**src/rtl/div64_pkg.sv**
```systemverilog
// Package: opcodes, fault codes and transaction structs for the divide unit.
`default_nettype none
package div64_pkg;

  localparam int unsigned FieldW = 64;

  typedef enum logic [1:0] {
    OP_UQUO = 2'd0,
    OP_UREM = 2'd1,
    OP_SQUO = 2'd2,
    OP_SREM = 2'd3
  } op_t;

  typedef enum logic [1:0] {
    FAULT_NONE = 2'd0,
    FAULT_DIV0 = 2'd1,
    FAULT_OVFL = 2'd2,
    FAULT_RSVD = 2'd3
  } fault_t;

  typedef struct packed {
    logic [1:0]        opcode;
    logic [FieldW-1:0] dividend;
    logic [FieldW-1:0] divisor;
  } in_item_t;

  typedef struct packed {
    logic [FieldW-1:0] answer;
    logic [1:0]        fault;
  } out_item_t;

  // Control carried along with each division down the pipeline.
  typedef struct packed {
    logic   want_rem;
    logic   neg_res;
    fault_t fault;
  } ctl_t;

endpackage
`default_nettype wire

```
**src/rtl/div64_front.sv**
```systemverilog
// Front end: classifies a transaction, takes magnitudes and queues the work.
`default_nettype none
module div64_front
  import div64_pkg::*;
#(
  parameter int unsigned DATA_WIDTH = 64
) (
  input  wire logic                  clk,
  input  wire logic                  rst_n,
  input  wire logic                  in_valid,
  output logic                       in_stall,
  input  wire in_item_t              in_data,
  output logic                       q_valid,
  input  wire logic                  q_stall,
  output logic [DATA_WIDTH-1:0]      q_num,
  output logic [DATA_WIDTH-1:0]      q_den,
  output ctl_t                       q_ctl
);

  localparam logic [DATA_WIDTH-1:0] SignBit = {1'b1, {(DATA_WIDTH-1){1'b0}}};
  localparam logic [DATA_WIDTH-1:0] AllOnes = {DATA_WIDTH{1'b1}};

  logic [DATA_WIDTH-1:0] a, b, a_mag, b_mag;
  logic                  a_neg, b_neg, is_signed;
  op_t                   op;
  ctl_t                  ctl;

  // Two-entry queue so each side stalls on its own without a combinational path.
  logic [DATA_WIDTH-1:0] num_r [2];
  logic [DATA_WIDTH-1:0] den_r [2];
  ctl_t                  ctl_r [2];
  logic                  wp_r, wp_nxt, rp_r, rp_nxt;
  logic [1:0]            cnt_r, cnt_nxt;
  logic                  push, pop;

  always_comb begin
    a         = in_data.dividend[DATA_WIDTH-1:0];
    b         = in_data.divisor[DATA_WIDTH-1:0];
    op        = op_t'(in_data.opcode);
    is_signed = (op == OP_SQUO) || (op == OP_SREM);
    a_neg     = is_signed && a[DATA_WIDTH-1];
    b_neg     = is_signed && b[DATA_WIDTH-1];
    a_mag     = a_neg ? (~a + 1'b1) : a;
    b_mag     = b_neg ? (~b + 1'b1) : b;
    ctl.want_rem = (op == OP_UREM) || (op == OP_SREM);
    ctl.neg_res  = ctl.want_rem ? a_neg : (a_neg ^ b_neg);
    if (b == '0) begin
      ctl.fault = FAULT_DIV0;
    end else if (op == OP_SQUO && a == SignBit && b == AllOnes) begin
      ctl.fault = FAULT_OVFL;
    end else begin
      ctl.fault = FAULT_NONE;
    end
  end

  assign in_stall = cnt_r[1];
  assign push     = in_valid && !in_stall;
  assign q_valid  = cnt_r != 2'd0;
  assign pop      = q_valid && !q_stall;
  assign q_num    = num_r[rp_r];
  assign q_den    = den_r[rp_r];
  assign q_ctl    = ctl_r[rp_r];

  always_comb begin
    wp_nxt  = push ? ~wp_r : wp_r;
    rp_nxt  = pop ? ~rp_r : rp_r;
    cnt_nxt = cnt_r + {1'b0, push} - {1'b0, pop};
  end

  always_ff @(posedge clk) begin
    if (!rst_n) begin
      wp_r  <= 1'b0;
      rp_r  <= 1'b0;
      cnt_r <= 2'd0;
    end else begin
      wp_r  <= wp_nxt;
      rp_r  <= rp_nxt;
      cnt_r <= cnt_nxt;
    end
  end

  always_ff @(posedge clk) begin
    if (push) begin
      num_r[wp_r] <= a_mag;
      den_r[wp_r] <= b_mag;
      ctl_r[wp_r] <= ctl;
    end
  end

endmodule
`default_nettype wire

```
**config.mk**
```make
export PLATFORM = sky130hd
export DESIGN_NAME = div64_front
export DESIGN_NICKNAME = d
export VERILOG_FILES = /design/src/rtl/div64_pkg.sv /design/src/rtl/div64_front.sv
export SDC_FILE = /design/constraint.sdc
export NUM_CORES = 1
export LEC_CHECK = 0
export ABC_AREA = 1
export BUFFER_PORTS_ARGS = -buffer_cell sky130_fd_sc_hd__buf_2
export CAP_MARGIN = 20
export CORE_ASPECT_RATIO = 2
export CORE_UTILIZATION = 51
export DETAILED_ROUTE_END_ITERATION = 12
export PLACE_DENSITY = 0.77
export SYNTH_ARGS = -nofsm -noshare
export SYNTH_HDL_FRONTEND = slang
export SYNTH_SLANG_ARGS = --single-unit
```
**constraint.sdc**
```tcl
create_clock -name clk -period 6.8 [get_ports clk]
set_clock_uncertainty 0.2 [all_clocks]
set_input_delay 1.02 -clock clk [delete_from_list [all_inputs] [get_ports clk]]
set_output_delay 1.02 -clock clk [all_outputs]
set_load 0.01 [all_outputs]
```
# Word level (Yosys, flattened, before mapping)
# Memories as Yosys holds them, arrays and structs flattened. A register that Yosys moved wholly into a read port is not among the register bits.
# Cells that the tools add are included.
# totals
reg_bits,4
inputBits,134
ramBits,264
memories,3
wordCells,45
# memory_table
name,words,word_bits,rd,rd_clocked_by_memory_dff,write_ports,line_no,rtl
den_r,2,64,1,1,1,div64_front.sv:30,logic [DATA_WIDTH-1:0] den_r [2];
num_r,2,64,1,1,1,div64_front.sv:29,logic [DATA_WIDTH-1:0] num_r [2];
ctl_r,2,4,1,1,1,div64_front.sv:31,ctl_t ctl_r [2];
# op_classes
muxes,13
reduce_logical,12
n_bitwise,5
n_eq_ne,5
addsub,4
# op_table
operator,count
$add A64 B1 Y64 const B,2
$eq A64 B64 Y1 const B,2
$mux W64,2
$not A64 Y64,2
$logic_not A64 Y1,1
$mux W1,9
$logic_and A1 B1 Y1,6
$eq A2 B2 Y1 const B,2
$mux W2,2
$add A2 B1 Y2,1
$eq A2 B1 Y1 const B,1
$logic_not A1 Y1,2
$logic_or A1 B1 Y1,2
$not A1 Y1,2
$reduce_bool A2 Y1,1
$sub A2 B1 Y2,1
$xor A1 B1 Y1,1

# Depth between registers and ports, before layout
# Gate-level depths: netlist of the first run.
# logic_depth
word_depth,5
mapped_depth,11
ltp_nobuf,11

# Worst setup path after synthesis of the first run
# No wires, ideal clock.
# synth_timing
kind,input port to flip-flop
start,in in_valid
end,mem ctl_r[0][0] (netlist bit) (enable)
setup_slack_ps,-640
n_path_buf,0
arrival_ps,6615
cell_stages,2
cell_sequence,nand2_1 -> nor2_1
# synth_via
elab_chain_cells,3
# synth_lines
item,line_no,rtl
start: declaration,div64_front.sv:10,"input wire logic in_valid,"
$logic_and A1 B1 Y1,div64_front.sv:57,assign push = in_valid && !in_stall;
$mux W1,div64_front.sv:83,if (push) begin
$mux W1 (implied by the code),div64_front.sv:86,ctl_r[wp_r] <= ctl;
end: declaration,div64_front.sv:31,
# No other way between the ends.

==> impl_metrics.json, run 1 <==
{
  "run_status": "completed",
  "critPathCaptureType": "primary output",
  "worst-endpoint-arrival_ns": 2.71,
  "cts_resized": 0,
  "crit_share_post_route": 0.5785,
  "wl_per_cell_um": 23.05,
  "fin_area_um2": 17260,
  "worst_slack_ns": 2.866,
  "grt_max_degree": 105,
  "synth_seq_area_share": 0.5481,
  "cts_hold_repair.buffers": 0,
  "drtIter0Drc": 675,
  "drc": 0,
  "core_um2": 28190,
  "post-dp-hpwl_um": 37440,
  "element_type_at_the_critical_path_start": "flop",
  "ctsLongestPathBuffers": 3,
  "timing.critical_path.slowest_stage_cell": "buf_4",
  "routed_via_density": 5.563,
  "report.final.setup_viol": 0,
  "total_cell_area_at_the_placement_stage_um2": 16330,
  "layout.filler_cells": 2444,
  "antenna_found_initial": 2,
  "worst_slew_margin_rel": 0.3114,
  "setup_total_negative_slack_ns": 0,
  "clock_sinks": 269,
  "finalHoldViolations": 0,
  "post_synthesis_area_per_instance_um2": 10.13,
  "synth_cell_type_count": 42,
  "residual_antenna_violating_net_count_after_detailed_routing": 0,
  "period_minus_slack_ns": 3.934,
  "die_width_um": 121.8,
  "grt_overflow_total": 0,
  "place_congestion": 0.9980,
  "synthesis.yosys.warnings": 0,
  "synth_area_um2": 14650,
  "grt_use_total": 0.3304,
  "ys_ff_latch": 269,
  "timing.setup.critical_path_class": "flop to primary output",
  "cts_htree_levels": 1,
  "clk_pin_slew_worst_paths_ns": 0.07,
  "ys_async_sr_fraction": 0,
  "instances_no_fill": 2090,
  "syn-instance-count": 1446,
  "synth_ff_type": "edfxtp_1",
  "global_route_wire_length_before_repair_um": 69660,
  "first_global_vias": 12049,
  "layout-drive-gt1-share": 0.3031,
  "number_of_buffer_cells_added_on_primary_ports": 267,
  "tritoncts": "done",
  "drt-pass1-iter-count": 6,
  "die_h_um": 241.7,
  "worst_path_largest_cell_delay_ns": 0.87,
  "postCtsSetupBuffers": 0,
  "count_of_flip_flops_with_a_built_in_enable_after_synthesis": 264,
  "clock_tree.root_cell": "clkbuf_16",
  "timing.fmax_mhz": 254.2,
  "pin_count": 268,
  "postSynthNetCount": 1585,
  "areaGrowthSynthToFinish_pct": 17.83,
  "synth_top_area_frac": 0.5413,
  "max_slew.worst_pin.slew_ns": 1.033,
  "min-delay-path-class": "flop to flop",
  "starting_density_of_the_core": 0.5195,
  "final_net_count": 1853,
  "p_leak_nw": 6.804,
  "rsz0062_at_grt": "no",
  "cap_viol_max_count": 0,
  "post-place-cells": 2043,
  "hold_path.startpoint": "rp_r",
  "worst_ep_required_time_ns": 5.58,
  "placement.setup.worst_slack_ns": 3.103,
  "yosys-top-cells-area": "edfxtp_1 (54%), mux2_2 (10%), nand2_1 (9.1%), nor2_1 (5.3%), nand3_1 (3.5%)",
  "fp.dieArea_um2": 29440,
  "wire_length_reported_by_the_detailed_router_um": 48170,
  "clock_insertion_delay_worst_skew_ns": 0.56,
  "utilization": 0.6121,
  "powerDensity_nw_per_um2": 302.7,
  "critical_path.reg2reg.startpoint": "cnt_r[1]",
  "cts-buffers-inserted": 24,
  "path_max_fanout": 74,
  "num_vias": 11626,
  "fp-row-count": 87,
  "vdd_drop_max_mv": 0.2683,
  "cell_type_with_the_largest_total_area_after_synthesis": "edfxtp_1",
  "timing.critical_path.cells": "buf_4, mux2_2, buf_2",
  "finalMaxSlewViolations": 0
}
[cells in the final DEF (no fill, tap or decap), drive strengths merged]
master,n
dfxtp,5
nor2,235
buf,273
clkinvlp,2
edfxtp,264
nor3,5
ha,5
nand2,373
inv,110
nand3,112
and3,1
o21bai,4
bufinv,7
clkinv,5
diode,2
xor2,35
nor4,1
and2,2
or2,3
o21ai,46
nand4,32
o21a,1
a21oi,11
a31oi,2
clkbuf,28
a21boi,1
a21o,1
xnor2,30
nand3b,6
mux2,132
[state kept, by name (all words and copies together), names as in the netlist, named ones only]
signal / count
den_r: 128
num_r: 128
ctl_r: 8
cnt_r: 2
rp_r: 1
wp_r: 1
[final cells by class]
class                      instances  area [µm²]  area share
timing repair buffer             273        1419     0.08222
multi-input combinational       1038        6046      0.3503
tap                              356       445.4     0.02581
sequential                       269        8031      0.4654
clock inverter                    16       290.3     0.01682
clock buffer                      28       615.6     0.03567
inverter                         108       405.4     0.02349
antenna                            2       5.005   0.0002900
[power breakdown]
part           switching (mW)  total, mW  internal [mW]
registers              0.0794       2.25           2.17
clock network           0.627       1.55          0.926
logic                   0.866       1.42          0.554
[worst max-delay path, delay by kind of cell (launching register included)]
kind                   cells  cell delay (ns)
buffers and inverters      2             1.03
flip-flops                 1             0.62
multiplexers               1             0.47
[layer usage]
| layer | share of wire | wire, µm | vias to the layer above | GRT usage |
|---|---|---|---|---|
| li1 | - | - | 5464 | - |
| met1 | 0.29 | 14060 | 5512 | 0.2812 |
| met2 | 0.57 | 27520 | 480 | 0.6505 |
| met3 | 0.044 | 2130 | 170 | 0.03302 |
| met4 | 0.093 | 4458 | 0 | 0.2712 |
| met5 | 0 | 0 | - | 0 |
[cells in the mapped netlist (all sizes together), types with 2 or more instances]
| master | n |
|---|---|
| nand4 | 32 |
| o21bai | 4 |
| xor2 | 35 |
| buf | 27 |
| a21oi | 11 |
| nor3 | 5 |
| nand2 | 373 |
| nand3b | 6 |
| edfxtp | 264 |
| nor2 | 235 |
| xnor2 | 30 |
| and2 | 2 |
| dfxtp | 5 |
| clkbuf | 4 |
| ha | 5 |
| a31oi | 2 |
| o21ai | 46 |
| nand3 | 112 |
| mux2 | 132 |
| or2 | 3 |
| inv | 108 |
[worst paths after layout]
| check | cells past startpoint | slack, ns | to |
|---|---|---|---|
| worst min-delay path | 1 | 0.27 | flop |
| worst max-delay path | 3 | 2.87 | q_den[25] |
| worst min register to register | 1 | 0.27 | flop |
| worst max register to register | 4 | 4.02 | den_r[1][43] |
[logic make-up (layout without fill, tap and decap cells)]
kind of cell | Yosys count | after routing | share of synthesized area
other | 0 | 2 | 0
buffers and inverters | 139 | 425 | 0.04015
AO/OA/AOI/OAI | 66 | 66 | 0.03238
AND/OR/NAND/NOR | 770 | 770 | 0.2348
adder cells (fa/ha/maj) | 5 | 5 | 0.004271
XOR/XNOR | 65 | 65 | 0.03887
flip-flops | 269 | 269 | 0.5481
multiplexers | 132 | 132 | 0.1015
[through the flow]
step | hold slack [ns] | power (mW)
2_1_floorplan | 0.2255 | 3.151
3_3_place_gp | 0.2306 | 3.680
4_1_cts | 0.2632 | 5.254
5_1_grt | 0.2956 | 5.411
6_report | 0.2729 | 5.224
3_5_place_dp | 0.2498 | 3.708
Note: power is estimated with default switching activity, not from simulation.
==> run 2: changes to the inputs <==
- CORE_UTILIZATION: 51 -> 57
- PLACE_DENSITY: 0.77 -> 0.81
- clock period: 6.8 -> 3.7 ns (I/O delays scaled with it)
==> run 2 against run 1 <==
Effect of this change: cell count down 0.86%; wire length down 4.0%; sequential share of layout area up 0.41 points; setup slack worse by 2.1 ns; clock-buffer cell count down 1; critical path depth unchanged; critical path type unchanged; largest cell class unchanged; register-to-register slack worse by 2.3 ns; design area down 0.88%; die area down 10%; core utilization up 6.8 points; critical endpoint is now q_den[43]; first-iteration DRC count up 12%; flip-flop and latch count unchanged.
==> impl_metrics.json, run 2 (synthesized netlist as in run 1, its figures left out) <==
{
  "groute.layer.met2.usage": 0.6778,
  "pin_count": 268,
  "residual_antenna_violating_net_count_after_detailed_routing": 0,
  "final_net_count": 1858,
  "postCtsSetupBuffers": 0,
  "worst_ep_required_time_ns": 2.94,
  "worst_slew_margin_rel": 0.5793,
  "total_area_of_multi_input_combinational_cells_um2": 6046,
  "layout-drive-gt1-share": 0.3061,
  "layout.filler_cells": 1955,
  "antenna_found_initial": 1,
  "hold_path.startpoint": "in_data[128]",
  "starting_density_of_the_core": 0.5827,
  "total_cell_area_at_the_placement_stage_um2": 16390,
  "critPathCaptureType": "primary output",
  "core_um2": 25140,
  "routed_via_density": 5.592,
  "tritoncts": "done",
  "num_vias": 11587,
  "drt-pass1-iter-count": 5,
  "worst_slack_ns": 0.7499,
  "cap_viol_max_count": 0,
  "ctsLongestPathBuffers": 3,
  "utilization": 0.6805,
  "worst-endpoint-arrival_ns": 2.20,
  "top_regs": "den_r (128), num_r (128), ctl_r (8)",
  "hold_end": "ctl_r[0][3]",
  "report.final.setup_viol": 0,
  "grt_use_met3": 0.04720,
  "fin_area_um2": 17110,
  "areaGrowthSynthToFinish_pct": 16.79,
  "wire_length_reported_by_the_detailed_router_um": 46240,
  "hold_path_stages": 1,
  "crit_buf_inv": 2,
  "power.total_mw": 9.134,
  "reg_to_reg_setup_timing_slack_ns": 1.71,
  "grt_max_degree": 89,
  "drc": 0,
  "placement.setup.worst_slack_ns": 1.060,
  "timing.fmax_mhz": 339.0,
  "finalHoldViolations": 0,
  "global_route_wire_length_before_repair_um": 67680,
  "vdd_drop_max_mv": 0.5644,
  "die_width_um": 115.4,
  "cts_resized": 0,
  "worst_path_largest_cell_delay_ns": 0.50,
  "timing.critical_path.cells": "buf_12, mux2_2, buf_2",
  "fp.dieArea_um2": 26380,
  "fp-row-count": 82,
  "timing.critical_path.slowest_stage_cell": "dfxtp_4",
  "element_type_at_the_critical_path_start": "flop",
  "final-seq-area_um2": 8031,
  "crit_family": "buffers and inverters",
  "cts_htree_levels": 1,
  "clock_sinks": 269,
  "post-dp-hpwl_um": 36640,
  "die_h_um": 228.7,
  "clock_insertion_delay_worst_skew_ns": 0.54,
  "r2r-end": "num_r[1][33]",
  "min-delay-path-class": "primary input to flop",
  "leading_cell_type_in_the_layout_fill_and_taps_excluded": "nand2_1",
  "p_leak_nw": 6.747,
  "powerDensity_nw_per_um2": 533.9,
  "critical_path.reg2reg.startpoint": "cnt_r[1]",
  "rsz0062_at_grt": "no",
  "cts-buffers-inserted": 23,
  "r2r_cells": 4,
  "clock_tree.root_cell": "clkbuf_16",
  "first_global_vias": 12125,
  "globalRoute.busiestLayer": "met2",
  "number_of_buffer_cells_added_on_primary_ports": 267,
  "crit_share_post_route": 0.7973,
  "finalMaxSlewViolations": 0,
  "max_slew.worst_pin.slew_ns": 0.6301,
  "drtIter0Drc": 758,
  "grt_overflow_total": 0,
  "place_congestion": 1.039,
  "cts_hold_repair.buffers": 0,
  "grt_use_total": 0.3592,
  "post-place-cells": 2030,
  "run_status": "completed",
  "period_minus_slack_ns": 2.950,
  "mostFrequentLayoutCells": "nand2_1 (355), buf_2 (267), edfxtp_1 (264)",
  "timing.setup.critical_path_class": "flop to primary output",
  "grt_util_met1": 0.3090,
  "instances_no_fill": 2072,
  "path_max_fanout": 88,
  "wl_per_cell_um": 22.32,
  "clk_pin_slew_worst_paths_ns": 0.07
}
## run 2: changes by cell type in the layout (fill, tap and decap cells not counted), moves of 2 or more
cell,change
clkinv_1,-3
buf_12,+2
bufinv_16,-6
clkinv_2,+3
buf_4,+4
clkinvlp_4,+3
inv_6,+2
## run 2: final cells by class
cell class,instances,area share
repair buffers,279,0.08704
well taps,336,0.02458
diodes,1,0.0001463
clock buffers,27,0.03452
inverters,108,0.02370
multi-input cells,1038,0.3534
clock inverters,14,0.007095
flip-flops and latches,269,0.4695
## run 2: through the flow
stage / hold WS [ns] / setup TNS [ns]
after global placement: 0.2259 / 0
final: 0.02316 / 0
after global routing: 0.01452 / 0
after CTS: 0.005096 / 0
after detailed placement: 0.2508 / 0
after floorplan: 0.2255 / -280.30
## run 2: worst max path at each step
stage / cells past startpoint / slack (ns) / to / from
CTS: 3 / 0.72 / q_den[43] / flop
global placement: 7 / 1.07 / num_r[0][22] / in_data[129]
global route: 3 / 0.65 / q_den[52] / flop
detailed placement: 7 / 1.06 / num_r[1][22] / in_data[129]
floorplan: 2 / -1.06 / ctl_r[0][0] / in_valid
finish: 3 / 0.75 / q_den[43] / flop
## run 2: routing by layer
layer / wire length [µm] / share of wire
met5: 0 / 0
met4: 4969 / 0.11
met3: 2375 / 0.051
met2: 25420 / 0.55
met1: 13470 / 0.29
## run 2: power by group
part	internal [mW]	leakage (nW)	switching (mW)
registers	3.99	2.51	0.134
clock network	1.23	0.334	1.11
logic	1.04	3.90	1.63
==> run 3: changes to the inputs <==
- ABC_AREA: 1 -> 0
- CORE_UTILIZATION: 57 -> 55
- PLACE_DENSITY: 0.81 -> 0.8
- clock period: 3.7 -> 3 ns (I/O delays scaled with it)
==> run 3 against run 2 <==
Effect of this change: critical path depth increased by 7; global-route usage decreased by 8.4 points; via count decreased by 22%; worst hold slack improved by 0.0074 ns; core utilization increased by 1.2 points; cell count decreased by 27%; wire length decreased by 29%; critical path type is now primary input to flop; critical endpoint is now num_r[0][58]; largest cell class unchanged.
==> impl_metrics.json, run 3 <==
{
  "run_status": "completed",
  "synth_commonest_cells": "edfxtp_1 (264), mux2_2 (132), xor2_1 (70), xnor2_1 (56), nor2_1 (52)",
  "period_minus_slack_ns": 2.772,
  "worst_ep_required_time_ns": 3.06,
  "worst-endpoint-arrival_ns": 2.83,
  "critPathCaptureType": "flop",
  "global_route_wire_length_before_repair_um": 48800,
  "routed_via_density": 5.968,
  "grt_overflow_total": 0,
  "finalHoldViolations": 0,
  "drc": 0,
  "areaGrowthSynthToFinish_pct": 22.82,
  "synth_top_area_frac": 0.6179,
  "rsz0062_at_grt": "no",
  "cts_htree_levels": 1,
  "fp-row-count": 78,
  "total_cell_area_at_the_placement_stage_um2": 14930,
  "grt_use_total": 0.2747,
  "core_um2": 22740,
  "placement.setup.worst_slack_ns": 0.07876,
  "count_of_flip_flops_with_a_built_in_enable_after_synthesis": 264,
  "wl_per_cell_um": 21.52,
  "clock_sinks": 269,
  "p_leak_nw": 5.833,
  "synth_area_um2": 12830,
  "worst_slack_ns": 0.2281,
  "worst_slew_margin_rel": 0.4613,
  "synth_ff_type": "edfxtp_1",
  "syn-instance-count": 910,
  "cell_type_with_the_largest_total_area_after_synthesis": "edfxtp_1",
  "cts-buffers-inserted": 24,
  "die_h_um": 218.0,
  "grt_max_degree": 58,
  "yosys-top-cells-area": "edfxtp_1 (62%), mux2_2 (12%), xor2_1 (4.8%), xnor2_1 (3.8%), a31oi_1 (1.6%)",
  "max_slew.worst_pin.slew_ns": 0.8061,
  "wire_length_reported_by_the_detailed_router_um": 32690,
  "cts_resized": 0,
  "final_net_count": 1361,
  "timing.critical_path.cells": "dlygate4sd3_1, buf_2, inv_1, ha_1, nand2b_1, or3_1, nor4_4, buf_12, a31oi_1, xor2_1",
  "timing.fmax_mhz": 360.8,
  "min-delay-path-class": "primary input to flop",
  "starting_density_of_the_core": 0.5642,
  "yosys.cell_count.top_type": "edfxtp_1",
  "report.final.setup_viol": 0,
  "drt-pass1-iter-count": 6,
  "path_max_fanout": 10,
  "clock_insertion_delay_worst_skew_ns": 0.52,
  "post-dp-hpwl_um": 24270,
  "ys_async_sr_fraction": 0,
  "place_congestion": 0.9403,
  "powerDensity_nw_per_um2": 721.3,
  "element_type_at_the_critical_path_start": "primary input",
  "leading_cell_type_in_the_layout_fill_and_taps_excluded": "buf_2",
  "finalMaxSlewViolations": 0,
  "ctsLongestPathBuffers": 3,
  "timing.critical_path.slowest_stage_cell": "dlygate4sd3_1",
  "die_width_um": 110.0,
  "vdd_drop_max_mv": 0.8147,
  "tritoncts": "done",
  "mostFrequentLayoutCells": "buf_2 (267), edfxtp_1 (264), mux2_2 (132)",
  "synth_cell_type_count": 48,
  "postSynthNetCount": 1049,
  "layout-drive-gt1-share": 0.4042,
  "crit_share_post_route": 0.9240,
  "clock_tree.root_cell": "clkbuf_16",
  "timing.setup.critical_path_class": "primary input to flop",
  "pin_count": 268,
  "drtIter0Drc": 489,
  "synthesis.yosys.warnings": 0,
  "first_global_vias": 9316,
  "residual_antenna_violating_net_count_after_detailed_routing": 0,
  "num_vias": 9066,
  "fp.dieArea_um2": 23980,
  "number_of_buffer_cells_added_on_primary_ports": 267,
  "fin_area_um2": 15760,
  "clk_pin_slew_worst_paths_ns": 0.06,
  "utilization": 0.6930,
  "ys_ff_latch": 269,
  "post_synthesis_area_per_instance_um2": 14.10,
  "antenna_found_initial": 2,
  "cap_viol_max_count": 0,
  "top_regs": "den_r (128), num_r (128), ctl_r (8)",
  "synth_seq_area_share": 0.6257,
  "worst_path_largest_cell_delay_ns": 0.54
}
[run 3: cell count changes after synthesis, moves of 15 or more]
cell and change:
nor4_1 +28, a21oi_1 +20, nand3_1 -95, xnor2_1 +26
nand2_1 -332, a31oi_1 +30, buf_2 -19, inv_1 -87
nor3_1 +25, clkbuf_1 +20, or3_1 +15, nand2_2 -15
nor2_1 -155, xor2_1 +35
[run 3: power breakdown]
part / internal (mW) / switching, mW
sequential: 4.84 / 0.194
combinational: 1.45 / 1.69
clock: 1.86 / 1.33
total: 8.15 / 3.21
[run 3: path summary, 6_finish.rpt]
check	slack [ns]	cells past startpoint	startpoint	end
setup / recovery	0.23	10	in_data[64]	num_r[0][58]
setup reg to reg	1.01	8	cnt_r[1]	cnt_r[1]
hold / removal	0.03	1	in_data[128]	ctl_r[1][3]
hold reg to reg	0.38	2	cnt_r[0]	cnt_r[0]
[run 3: cell families (layout without fill, tap and decap cells)]
group	Yosys count	count (layout)	synth area share
buffers and inverters	46	373	0.01424
other	0	2	0
AND/OR/NAND/NOR	225	225	0.09967
AO/OA/AOI/OAI	107	107	0.05364
adder cells (fa/ha/maj)	5	5	0.004876
flip-flops	269	269	0.6257
multiplexers	132	132	0.1159
XOR/XNOR	126	126	0.08602
[run 3: repair_timing]
action | CTS | global route
hold buffers | 2 | 0
hold endpoints to repair | 7 | 0
setup buffers | 0 | 0
[run 3: layer usage]
layer	GRT usage	share of wire
met5	0	0
met4	0.1547	0.057
met3	0.04214	0.069
met2	0.5279	0.56
met1	0.2657	0.31
[run 3: area by class of cell]
class	count	area, µm²
Sequential cell	269	8033
Fill cell	1592	6982
Multi-Input combinational cell	595	4642
Timing Repair Buffer	318	1874
Clock buffer	30	644.4
Tap cell	280	350.3
Clock inverter	11	156.4
Inverter	14	52.55
Antenna cell	2	5.005
[run 3: worst max-delay path: cells and delay by family]
family | cells | cell delay (ns)
buffers and inverters | 4 | 0.93
AOI/OAI and AO/OA | 1 | 0.10
xor gates and xnor gates | 1 | 0.18
and+or+nand+nor | 3 | 1.00
adders and majority gates | 1 | 0.16
[run 3: through the flow]
step | total power, mW | std cells | hold WS, ns | TNS (ns)
floorplan | 6.894 | 910 | 0.3489 | -26.99
global placement | 8.196 | 1474 | 0.3541 | 0
detailed placement | 8.271 | 1474 | 0.3722 | 0
CTS | 11.44 | 1517 | 0.008212 | 0
global route | 11.80 | 1519 | 0.01463 | 0
finish | 11.37 | 1519 | 0.03060 | 0
